<file path="src/design/tpaf_pkg.sv">
// Shared types and constants of the triac phase-angle firing controller.
`timescale 1ns / 1ps
`default_nettype none

package tpaf_pkg;

  localparam int unsigned NUM_CHANNELS = 3;
  localparam logic [6:0] FULL_POWER = 7'd100;

  localparam logic [6:0]  MAX_POWER_RST      = 7'd100;
  localparam logic [15:0] HALF_PERIOD_RST    = 16'd10000;
  localparam logic [15:0] FULL_ON_WINDOW_RST = 16'd1000;
  localparam logic [15:0] FIRE_CUTOFF_RST    = 16'd8000;

  typedef enum logic [1:0] {
    CMD_UPDATE     = 2'd0,
    CMD_ZERO_CROSS = 2'd1,
    CMD_SET_POWER  = 2'd2,
    CMD_STOP       = 2'd3
  } cmd_e;

  typedef enum logic [1:0] {
    CFG_MAX_POWER      = 2'd0,
    CFG_HALF_PERIOD    = 2'd1,
    CFG_FULL_ON_WINDOW = 2'd2,
    CFG_FIRE_CUTOFF    = 2'd3
  } cfg_idx_e;

  typedef struct packed {
    logic [1:0]  command;
    logic [1:0]  channel;
    logic [7:0]  power;
    logic [31:0] now_us;
  } in_item_t;

  typedef struct packed {
    logic [2:0]  gates;
    logic [2:0]  active_mask;
    logic [31:0] since_zero_us;
  } result_t;

  typedef struct packed {
    logic        update;
    logic        clear_fired;
    logic [31:0] elapsed;
    logic [15:0] half_period;
    logic [15:0] full_on_window;
    logic [15:0] fire_cutoff;
  } chan_ctl_t;

endpackage

`default_nettype wire

</file>
<file path="src/design/tpaf_chan.sv">
// Firing decision for one gate channel against the elapsed time.
`timescale 1ns / 1ps
`default_nettype none

module tpaf_chan (
  input  tpaf_pkg::chan_ctl_t ctl_i,
  input  logic [6:0]          power_i,
  input  logic                fired_i,
  input  logic                gate_i,
  output logic                fired_o,
  output logic                gate_o
);
  import tpaf_pkg::*;

  logic [6:0]  rest;
  logic [22:0] delay_prod;
  logic [22:0] elapsed_scaled;
  logic        reached;
  logic        fire_ok;
  logic        fired_base;
  logic        high;
  logic        fired_next;

  // The delay point is reached when floor(hp * (100 - p) / 100) <= elapsed,
  // which is hp * (100 - p) <= 100 * elapsed + 99.
  assign rest           = FULL_POWER - power_i;
  assign delay_prod     = 23'(ctl_i.half_period) * 23'(rest);
  assign elapsed_scaled = 23'(ctl_i.elapsed[15:0]) * 23'(FULL_POWER)
                          + 23'(FULL_POWER - 7'd1);
  assign reached        = (ctl_i.elapsed[31:16] != 16'd0) || (elapsed_scaled >= delay_prod);
  assign fire_ok        = reached && (ctl_i.elapsed < {16'd0, ctl_i.fire_cutoff});
  assign fired_base     = ctl_i.clear_fired ? 1'b0 : fired_i;

  always_comb begin
    high       = 1'b0;
    fired_next = fired_base;
    if (power_i == 7'd0) begin
      fired_next = 1'b0;
    end else if (power_i >= FULL_POWER) begin
      if (ctl_i.elapsed < {16'd0, ctl_i.full_on_window}) begin
        high       = 1'b1;
        fired_next = 1'b1;
      end
    end else if (!fired_base && fire_ok) begin
      high       = 1'b1;
      fired_next = 1'b1;
    end
  end

  assign fired_o = ctl_i.update ? fired_next : fired_i;
  assign gate_o  = ctl_i.update ? high : gate_i;

endmodule

`default_nettype wire

</file>
<file path="src/design/tpaf_obuf.sv">
// Two-entry result buffer between the processing stage and the output port.
`timescale 1ns / 1ps
`default_nettype none

module tpaf_obuf (
  input  logic              clk_i,
  input  logic              rst_ni,
  input  logic              push_i,
  input  tpaf_pkg::result_t data_i,
  output logic              full_o,
  output logic              out_valid_o,
  input  logic              out_ready_i,
  output tpaf_pkg::result_t data_o
);
  import tpaf_pkg::*;

  result_t    slot_q [2];
  logic       wr_ptr_q;
  logic       wr_ptr_d;
  logic       rd_ptr_q;
  logic       rd_ptr_d;
  logic [1:0] cnt_q;
  logic [1:0] cnt_d;
  logic       pop;

  assign out_valid_o = (cnt_q != 2'd0);
  assign full_o      = (cnt_q == 2'd2);
  assign pop         = out_valid_o && out_ready_i;
  assign data_o      = slot_q[rd_ptr_q];

  always_comb begin
    wr_ptr_d = push_i ? ~wr_ptr_q : wr_ptr_q;
    rd_ptr_d = pop ? ~rd_ptr_q : rd_ptr_q;
    cnt_d    = cnt_q + {1'b0, push_i} - {1'b0, pop};
  end

  always_ff @(posedge clk_i or negedge rst_ni) begin
    if (!rst_ni) begin
      wr_ptr_q <= 1'b0;
      rd_ptr_q <= 1'b0;
      cnt_q    <= 2'd0;
    end else begin
      wr_ptr_q <= wr_ptr_d;
      rd_ptr_q <= rd_ptr_d;
      cnt_q    <= cnt_d;
    end
  end

  always_ff @(posedge clk_i) begin
    if (push_i) begin
      slot_q[wr_ptr_q] <= data_i;
    end
  end

endmodule

`default_nettype wire

</file>
<file path="src/design/triac_phase_angle_firing_top.sv">
// Top level of the three-channel triac phase-angle firing controller.
// An accepted word waits in the input register until its result is pushed into the
// two-entry result buffer, which absorbs output stalls and offers it at the output.
// Throughput is one word per cycle while the result buffer is not full.
// Reset clears powers, fired flags, gate levels and the zero-cross record, and loads
// the register defaults.
`timescale 1ns / 1ps
`default_nettype none

module triac_phase_angle_firing_top (
  input  logic        clk_i,
  input  logic        rst_ni,
  input  logic        cfg_we_i,
  input  logic [1:0]  cfg_idx_i,
  input  logic [15:0] cfg_wdata_i,
  input  logic        in_valid_i,
  output logic        in_ready_o,
  input  logic [1:0]  command_i,
  input  logic [1:0]  channel_i,
  input  logic [7:0]  power_i,
  input  logic [31:0] now_us_i,
  output logic        out_valid_o,
  input  logic        out_ready_i,
  output logic        gate_first_o,
  output logic        gate_second_o,
  output logic        gate_third_o,
  output logic [2:0]  active_mask_o,
  output logic [31:0] since_zero_us_o
);
  import tpaf_pkg::*;

  logic [6:0]  max_power_q;
  logic [15:0] half_period_q;
  logic [15:0] full_on_window_q;
  logic [15:0] fire_cutoff_q;

  in_item_t    s1_q;
  logic        s1_valid_q;
  logic        s1_valid_d;
  logic        in_accept;
  logic        advance;
  logic        obuf_full;

  logic [6:0]  power_q [NUM_CHANNELS];
  logic [6:0]  power_d [NUM_CHANNELS];
  logic [6:0]  power_eff [NUM_CHANNELS];
  logic [2:0]  fired_q;
  logic [2:0]  fired_d;
  logic [2:0]  gate_q;
  logic [2:0]  gate_d;
  logic [31:0] stamp_q;
  logic [31:0] stamp_d;
  logic        seen_q;
  logic        seen_d;

  cmd_e        cmd;
  logic        chan_ok;
  logic [6:0]  lim;
  logic [6:0]  power_new;
  chan_ctl_t   ctl;
  logic [2:0]  chan_fired;
  logic [2:0]  chan_gate;
  result_t     res;
  result_t     out_res;

  // Configuration registers.
  always_ff @(posedge clk_i or negedge rst_ni) begin
    if (!rst_ni) begin
      max_power_q      <= MAX_POWER_RST;
      half_period_q    <= HALF_PERIOD_RST;
      full_on_window_q <= FULL_ON_WINDOW_RST;
      fire_cutoff_q    <= FIRE_CUTOFF_RST;
    end else if (cfg_we_i) begin
      case (cfg_idx_e'(cfg_idx_i))
        CFG_MAX_POWER:      max_power_q      <= cfg_wdata_i[6:0];
        CFG_HALF_PERIOD:    half_period_q    <= cfg_wdata_i;
        CFG_FULL_ON_WINDOW: full_on_window_q <= cfg_wdata_i;
        CFG_FIRE_CUTOFF:    fire_cutoff_q    <= cfg_wdata_i;
        default: ;
      endcase
    end
  end

  // Input register.
  assign advance    = s1_valid_q && !obuf_full;
  assign in_ready_o = !s1_valid_q || !obuf_full;
  assign in_accept  = in_valid_i && in_ready_o;

  always_comb begin
    s1_valid_d = s1_valid_q;
    if (in_accept) begin
      s1_valid_d = 1'b1;
    end else if (advance) begin
      s1_valid_d = 1'b0;
    end
  end

  always_ff @(posedge clk_i or negedge rst_ni) begin
    if (!rst_ni) begin
      s1_valid_q <= 1'b0;
    end else begin
      s1_valid_q <= s1_valid_d;
    end
  end

  always_ff @(posedge clk_i) begin
    if (in_accept) begin
      s1_q <= '{command: command_i, channel: channel_i, power: power_i, now_us: now_us_i};
    end
  end

  // Processing stage.
  assign cmd       = cmd_e'(s1_q.command);
  assign chan_ok   = (s1_q.channel < 2'(NUM_CHANNELS));
  assign lim       = (max_power_q > FULL_POWER) ? FULL_POWER : max_power_q;
  assign power_new = (s1_q.power > {1'b0, lim}) ? lim : s1_q.power[6:0];

  always_comb begin
    for (int i = 0; i < NUM_CHANNELS; i++) begin
      power_eff[i] = (cmd == CMD_SET_POWER && s1_q.channel == 2'(i)) ? power_new : power_q[i];
    end
  end

  assign ctl.update         = seen_q && ((cmd == CMD_UPDATE) ||
                                         (cmd == CMD_SET_POWER && chan_ok));
  assign ctl.elapsed        = s1_q.now_us - stamp_q;
  assign ctl.clear_fired    = (ctl.elapsed > {16'd0, half_period_q});
  assign ctl.half_period    = half_period_q;
  assign ctl.full_on_window = full_on_window_q;
  assign ctl.fire_cutoff    = fire_cutoff_q;

  for (genvar g = 0; g < NUM_CHANNELS; g++) begin : g_chan
    tpaf_chan u_chan (
      .ctl_i   (ctl),
      .power_i (power_eff[g]),
      .fired_i (fired_q[g]),
      .gate_i  (gate_q[g]),
      .fired_o (chan_fired[g]),
      .gate_o  (chan_gate[g])
    );
  end

  always_comb begin
    power_d = power_q;
    fired_d = fired_q;
    gate_d  = gate_q;
    stamp_d = stamp_q;
    seen_d  = seen_q;
    case (cmd)
      CMD_UPDATE, CMD_SET_POWER: begin
        power_d = power_eff;
        fired_d = chan_fired;
        gate_d  = chan_gate;
      end
      CMD_ZERO_CROSS: begin
        stamp_d = s1_q.now_us;
        seen_d  = 1'b1;
        fired_d = '0;
      end
      CMD_STOP: begin
        for (int i = 0; i < NUM_CHANNELS; i++) begin
          power_d[i] = 7'd0;
        end
        gate_d = '0;
      end
      default: ;
    endcase
  end

  always_comb begin
    res.gates = gate_d;
    for (int i = 0; i < NUM_CHANNELS; i++) begin
      res.active_mask[i] = (power_d[i] != 7'd0);
    end
    res.since_zero_us = seen_d ? (s1_q.now_us - stamp_d) : 32'd0;
  end

  always_ff @(posedge clk_i or negedge rst_ni) begin
    if (!rst_ni) begin
      for (int i = 0; i < NUM_CHANNELS; i++) begin
        power_q[i] <= 7'd0;
      end
      fired_q <= '0;
      gate_q  <= '0;
      stamp_q <= '0;
      seen_q  <= 1'b0;
    end else if (advance) begin
      power_q <= power_d;
      fired_q <= fired_d;
      gate_q  <= gate_d;
      stamp_q <= stamp_d;
      seen_q  <= seen_d;
    end
  end

  // Result buffer.
  tpaf_obuf u_obuf (
    .clk_i       (clk_i),
    .rst_ni      (rst_ni),
    .push_i      (advance),
    .data_i      (res),
    .full_o      (obuf_full),
    .out_valid_o (out_valid_o),
    .out_ready_i (out_ready_i),
    .data_o      (out_res)
  );

  assign gate_first_o    = out_res.gates[0];
  assign gate_second_o   = out_res.gates[1];
  assign gate_third_o    = out_res.gates[2];
  assign active_mask_o   = out_res.active_mask;
  assign since_zero_us_o = out_res.since_zero_us;

endmodule

`default_nettype wire

</file>
<file path="config.mk">
export PLATFORM = sky130hd
export DESIGN_NAME = triac_phase_angle_firing_top
export DESIGN_NICKNAME = d
export VERILOG_FILES = /design/src/design/tpaf_pkg.sv /design/src/design/tpaf_chan.sv /design/src/design/tpaf_obuf.sv /design/src/design/triac_phase_angle_firing_top.sv
export SDC_FILE = /design/constraint.sdc
export NUM_CORES = 1
export LEC_CHECK = 0
export ABC_CLOCK_PERIOD_IN_PS = 10900
export BUFFER_PORTS_ARGS = -buffer_cell sky130_fd_sc_hd__buf_2
export CORE_MARGIN = 2
export CORE_UTILIZATION = 55
export DETAILED_ROUTE_END_ITERATION = 10
export PLACE_DENSITY = 0.75
export SLEW_MARGIN = 20
export SYNTH_ARGS = -nofsm -noshare
export SYNTH_HDL_FRONTEND = slang
export SYNTH_HIERARCHICAL = 1
export SYNTH_SLANG_ARGS = --single-unit
</file>
<file path="constraint.sdc">
create_clock -name clk_i -period 10.9 [get_ports clk_i]
set_input_delay 3.27 -clock clk_i [delete_from_list [all_inputs] [get_ports clk_i]]
set_output_delay 3.27 -clock clk_i [all_outputs]
set_load 0.01 [all_outputs]
</file>
==> results of run 1 <==
## synth_stat cells, types with 100 or more instances
library cell  count
a21o_1          116
a21oi_1         204
and2_1          253
dfrtp_1         100
edfxtp_1        120
fa_1            242
ha_1            525
inv_1           518
nand2_1         280
nor2_1          164
o21ai_0         160
xnor2_1         121
## cell families (layout without fill, tap and decap cells)
logic type,after synthesis,in the layout
simple gates,1050,1050
fa+ha+maj,767,767
compound gates,731,731
buf+inv,592,735
flops,240,240
xor+xnor,210,210
mux,104,104
other cells,0,1
## routing by layer
metal / vias to the layer above / GRT usage / wire length, um
met2: 681 / 0.423 / 37800
li1: 12936 / - / -
met1: 12903 / 0.352 / 35900
met3: 146 / 0.0371 / 5110
met4: 2 / 0.0752 / 2500
met5: - / 0 / 14
## state kept, by name, summed over array words and instances, names as in the netlist
| signal | count |
|---|---|
| cmd | 2 |
| fire_cutoff_q | 16 |
| fired_q | 3 |
| full_on_window_q | 16 |
| gate_q | 3 |
| half_period_q | 16 |
| max_power_q | 7 |
| power_q | 21 |
| s1_q | 42 |
| s1_valid_q | 1 |
| seen_q | 1 |
| stamp_q | 32 |
| u_obuf/cnt_q | 2 |
| u_obuf/rd_ptr_q | 1 |
| u_obuf/slot_q | 76 |
| u_obuf/wr_ptr_q | 1 |
## layout make-up
| cell class | count | share of cell area |
|---|---|---|
| tap | 782 | 0.0269 |
| antenna | 1 | 0.0000687 |
| sequential | 240 | 0.182 |
| inverter | 518 | 0.0534 |
| clock inverter | 13 | 0.00381 |
| multi-input combinational | 2862 | 0.685 |
| clock buffer | 37 | 0.0205 |
| timing repair buffer | 167 | 0.0279 |
## metrics by stage
stage	hold WS (ps)	setup TNS, ps	setup slack (ps)	area, um^2
after CTS	523	0	205	36300
final	523	0	713	36400
after global placement	498	0	496	35400
after detailed placement	502	0	265	35400
after floorplan	455	0	619	33600
after global routing	542	-34.2	-24.8	36400
## how the worst max path moves through the flow
stage                   startpoint   endpoint  slack (ps)  depth (start not counted)
floorplan           max_power_q[2]  gate_q[2]         620                         51
global placement    max_power_q[2]  gate_q[2]         500                         47
detailed placement  max_power_q[2]  gate_q[2]         270                         47
CTS                 max_power_q[2]  gate_q[2]         200                         47
global route        max_power_q[0]  gate_q[1]         -20                         49
finish              max_power_q[2]  gate_q[2]         710                         48
## what timing repair did
action                                  CTS  global route
buffers inserted                          0             2
resized for setup                         0            31
endpoints found under the setup margin    0            11
endpoints found under the hold margin     0             0
==> metrics, run 1 <==
run status finished clean; FF/Latch Area 6630 um^2; Ports 107; CTS tree done; ys async rst share 0.500; setup slack, reg-to-reg 710 ps; Die Height 251 um; initial antenna violation count 2; main combinational cell family by area after synthesis adder cells; H-tree depth 1; top post-synthesis cells by area ha_1 (20%), fa_1 (14%), edfxtp_1 (11%); CP Max Fanout 5; routability congestion estimate 0.892; Post-Synth Adder-Cell Area 0.339; fmax 0.0982 GHz; Pre-antenna DRT Iters 5; multiplexer area fraction after synthesis 0.0357; multi-input logic area 25000 um^2; most frequent cells in the layout ha_1 (524), inv_1 (518), nand2_1 (280); Reg-to-Reg End gate_q[2]; hold-fix buffers at CTS 0; Buffers & Inverters on Critical Path 7; initial core utilization 0.556; Synth Register Bits 240; Syn-to-layout area delta 8.26%; main flop type after synthesis edfxtp_1; Syn Nets 4528; Synth Cell Area 33600 um^2; row cnt 90; pin count of the biggest net entering global routing 77; routed vias/inst 5.77; final wirelength 81.3 mm; DRC errors left 0; Min-Delay Path Depth 1; compound-gate portion of the synthesized area 0.142; Worst Min Path Start fired_q[0]; GRT overflow 0; crit path capture type flip-flop; DRT iter0 DRCs 1484; Cells after DPL 4566; clk root buf clkbuf_16; synth warn 6; Reg-to-Reg Start max_power_q[2]; All-Layer GR Usage 0.257; fillers 5184; Synth area leader ha_1; Clock transition at path regs 60 ps; CP max stage delay 560 ps; fraction of layout cells with a size suffix above 1 0.108; Max clock buf depth 3; hpwl dp 63.1 mm; first-pass GRT wire length 133 mm; crit-path most repeated cell inv_1; syn avg cell area 9.11 um^2; Die Wd 251 um; Worst Path Arrival 10670 ps; period utilization 0.935; vias in the first global route 26459; Final Hold Viols 0; Crit path max-delay family compound AO/OA/AOI/OAI gates; most common cell after layout, fill and taps aside ha_1; fin cells 4620; critical path class flip-flop to flip-flop; Worst Tran Pin Value 1070 ps; fin. max-slew vios 0; Synth cell types 100; Hold WC Path Type flip-flop to flip-flop; register area share after synthesis 0.197; antenna viol nets, final 0; number of flops mapped to enable cells by yosys 120; Mapped Cells 3694; slowest CP cell fa_1; relative slew slack 0.284; clk_lat worst skew 560 ps; Via Count 26668; Tmin final 10190 ps; XOR/XNOR Fraction of Synth Area 0.0549; Clock Skew 26.0 ps; CP startpoint kind flip-flop; die area 63200 um^2; Synth Area in Simple Gates 0.163; Worst EP required 11380 ps; hold worst-path end fired_q[0]; Routed WL per cell 17.6 um; Final Setup Violations 0; layout net count 4650; worst r2r path cells 48; CTS Sinks 240; max-cap violations 0; core footprint 60500 um^2; Port Buffer Count 106; Synth top area share 0.195; Core Util, Final 0.602; Inserted Clock Buffers 27
Power of run 1 is not shown: default switching activity piles up to over one toggle a cycle in this logic, so the estimate is an artifact.
==> inputs of run 2 (changes only) <==
--- a/config.mk
+++ b/config.mk
@@ -11,8 +11,8 @@
 export CORE_UTILIZATION = 55
 export DETAILED_ROUTE_END_ITERATION = 10
 export PLACE_DENSITY = 0.75
+export SETUP_SLACK_MARGIN = 0.2
 export SLEW_MARGIN = 20
 export SYNTH_ARGS = -nofsm -noshare
 export SYNTH_HDL_FRONTEND = slang
-export SYNTH_HIERARCHICAL = 1
 export SYNTH_SLANG_ARGS = --single-unit
==> run 2 against run 1 <==
Worst hold slack got worse by 40 ps. Maximum frequency decreased by 2.0%. Critical endpoint is now u_obuf.slot_q[1][35]. Core utilization increased by 1.3 points. Non-clock buffer count increased by 10. Synthesized cell count decreased by 19%. Sequential cell count unchanged. Critical path depth decreased by 9. First-iteration DRC count increased by 14%.
==> metrics, run 2 <==
run status finished clean (unchanged); GRT overflow 0 (unchanged); ys async rst share 0.500 (unchanged); slowest CP cell fa_2 (was fa_1); Synth top area share 0.160 (was 0.195); Top Registers u_obuf.slot_q (76), s1_q (42), stamp_q (32) (was u_obuf/slot_q (76), s1_q (42), stamp_q (32)); DRC errors left 0 (unchanged); Syn-to-layout area delta 10.3% (was 8.26%); layout net count 3755 (was 4650); hpwl dp 58.8 mm (was 63.1 mm); fmax 0.0962 GHz (was 0.0982 GHz); Syn Nets 3632 (was 4528); Synth Cell Area 28100 um^2 (was 33600 um^2); pin count of the biggest net entering global routing 70 (was 77); Routed WL per cell 19.7 um (was 17.6 um); Synth Register Bits 240 (unchanged); initial core utilization 0.558 (was 0.556); routability congestion estimate 0.927 (was 0.892); Pre-antenna DRT Iters 5 (unchanged); clk root buf clkbuf_16 (unchanged); Port Buffer Count 106 (unchanged); relative slew slack 0.240 (was 0.284); DRT iter0 DRCs 1699 (was 1484); top post-synthesis cells by area ha_1 (16%), fa_1 (16%), edfxtp_1 (13%) (was ha_1 (20%), fa_1 (14%), edfxtp_1 (11%)); top-count cell post-synth ha_1 (unchanged); synth warn 0 (was 6); # diodes 0 (was 1); Die Wd 230 um (was 251 um); final wirelength 74.9 mm (was 81.3 mm); Core Util, Final 0.616 (was 0.602); number of flops mapped to enable cells by yosys 120 (unchanged); Max clock buf depth 3 (unchanged); main flop type after synthesis edfxtp_1 (unchanged); crit-path most repeated cell fa_1 (was inv_1); routed vias/inst 5.98 (was 5.77); row cnt 82 (was 90); Ports 107 (unchanged); vias in the first global route 23661 (was 26459); Final Setup Violations 0 (unchanged); RSZ-0062 raised after global routing no; Synth cell types 87 (was 100); syn avg cell area 9.39 um^2 (was 9.11 um^2); max-cap violations 0 (unchanged); Mapped Cells 2987 (was 3694); CTS Sinks 240 (unchanged); register area share after synthesis 0.236 (was 0.197); CP startpoint kind flip-flop (unchanged); Inserted Clock Buffers 27 (unchanged); die area 52800 um^2 (was 63200 um^2); flip-flop count of the largest register after layout 76 (unchanged); first-pass GRT wire length 120 mm (was 133 mm); clk_lat worst skew 560 ps (about the same); most common cell after layout, fill and taps aside ha_1 (unchanged); Worst Tran Pin Value 1130 ps (was 1070 ps); H-tree depth 1 (unchanged); Hold WC Path Type flip-flop to flip-flop (unchanged); CP max stage delay 610 ps (was 560 ps); period utilization 0.953 (was 0.935); Worst EP required 11160 ps (was 11380 ps); fin. max-slew vios 0 (unchanged); Clock Skew 19.9 ps (was 26.0 ps); Clock transition at path regs 60 ps (about the same); core footprint 50300 um^2 (was 60500 um^2); Biggest register u_obuf.slot_q (was u_obuf/slot_q); initial antenna violation count 1 (was 2); CP Max Fanout 14 (was 5); Tmin final 10390 ps (was 10190 ps); Final Hold Viols 0 (unchanged); synth cell count leaders ha_1 (358), inv_1 (319), nor2_1 (232) (was ha_1 (525), inv_1 (518), nand2_1 (280)); hold-fix buffers at CTS 0 (unchanged); most frequent cells in the layout ha_1 (351), inv_1 (316), nor2_1 (227) (was ha_1 (524), inv_1 (518), nand2_1 (280)); fraction of layout cells with a size suffix above 1 0.149 (was 0.108); antenna viol nets, final 0 (unchanged); critical path class flip-flop to flip-flop (unchanged); Synth area leader ha_1 (unchanged); Die Height 230 um (was 251 um); Via Count 22750 (was 26668); crit path capture type flip-flop (unchanged); All-Layer GR Usage 0.283 (was 0.257); CTS tree done (unchanged); Worst Path Arrival 10650 ps (was 10670 ps)
[run 2: changes by cell type after synthesis, moves of 17 or more]
cell / delta
a21oi_1: -20
fa_1: -22
nor2b_1: -17
mux2_2: +35
xnor2_1: -50
nor2_1: +68
and2_1: -82
nand2_1: -54
inv_1: -199
ha_1: -167
a21o_1: -56
o21ai_0: -57
[run 2: metrics by stage]
step	setup TNS (ps)	worst slack (ps)	instances	hold WS, ps	cell area, um^2
global placement	0	300	3727	464	29500
CTS	0	206	3779	480	30400
detailed placement	-13.0	-6.48	3727	467	29500
floorplan	0	550	2987	448	28100
finish	0	507	3802	484	31000
global route	0	147	3802	513	31000
[run 2: layout make-up]
| class | instances | area [um^2] |
|---|---|---|
| flip-flops and latches | 240 | 6630 |
| inverters | 325 | 1220 |
| clock buffers | 32 | 714 |
| repair buffers | 177 | 1120 |
| clock inverters | 17 | 181 |
| fillers | 4224 | 19300 |
| well taps | 672 | 841 |
| multi-input cells | 2339 | 20200 |
[run 2: worst max-delay path: cells and delay by family, from the launching register on]
| kind | cells | cell delay [ps] |
|---|---|---|
| adder cells (fa/ha/maj) | 7 | 2870 |
| AO/OA/AOI/OAI | 14 | 3150 |
| XOR/XNOR | 2 | 500 |
| buffers and inverters | 5 | 660 |
| multiplexers | 1 | 400 |
| flip-flops | 1 | 440 |
| AND/OR/NAND/NOR | 10 | 2100 |
[run 2: logic make-up (layout without fill, tap and decap cells)]
family / Yosys count / in the layout / synth area share
compound gates: 558 / 558 / 0.127
mux: 136 / 136 / 0.0546
buf+inv: 408 / 551 / 0.0553
simple gates: 917 / 917 / 0.163
xor+xnor: 150 / 150 / 0.0468
fa+ha+maj: 578 / 578 / 0.317
flops: 240 / 240 / 0.236
[run 2: routing by layer]
| layer | wire length [um] | global-route usage |
|---|---|---|
| met5 | 0 | 0 |
| met4 | 2080 | 0.0835 |
| met3 | 4770 | 0.0408 |
| met2 | 37100 | 0.495 |
| met1 | 30900 | 0.363 |
[run 2: what timing repair did]
action,in CTS,in global routing
setup endpoints to repair,8,12
setup buffers,3,22
resized for setup,8,81
pin swaps,0,55
[run 2: worst paths after layout]
check | cells after the start | slack, ps | endpoint | startpoint
setup / recovery | 39 | 510 | u_obuf.slot_q[1][35] | max_power_q[3]
hold / removal | 2 | 480 | gate_q[2] | gate_q[2]
setup reg to reg | 39 | 510 | u_obuf.slot_q[1][35] | max_power_q[3]
hold reg to reg | 2 | 480 | gate_q[2] | gate_q[2]
max in group asynchronous | 2 | 6650 | max_power_q[3] | rst_ni
min in group asynchronous | 1 | 2760 | stamp_q[24] | rst_ni
Power of run 2 is left out for the same reason.
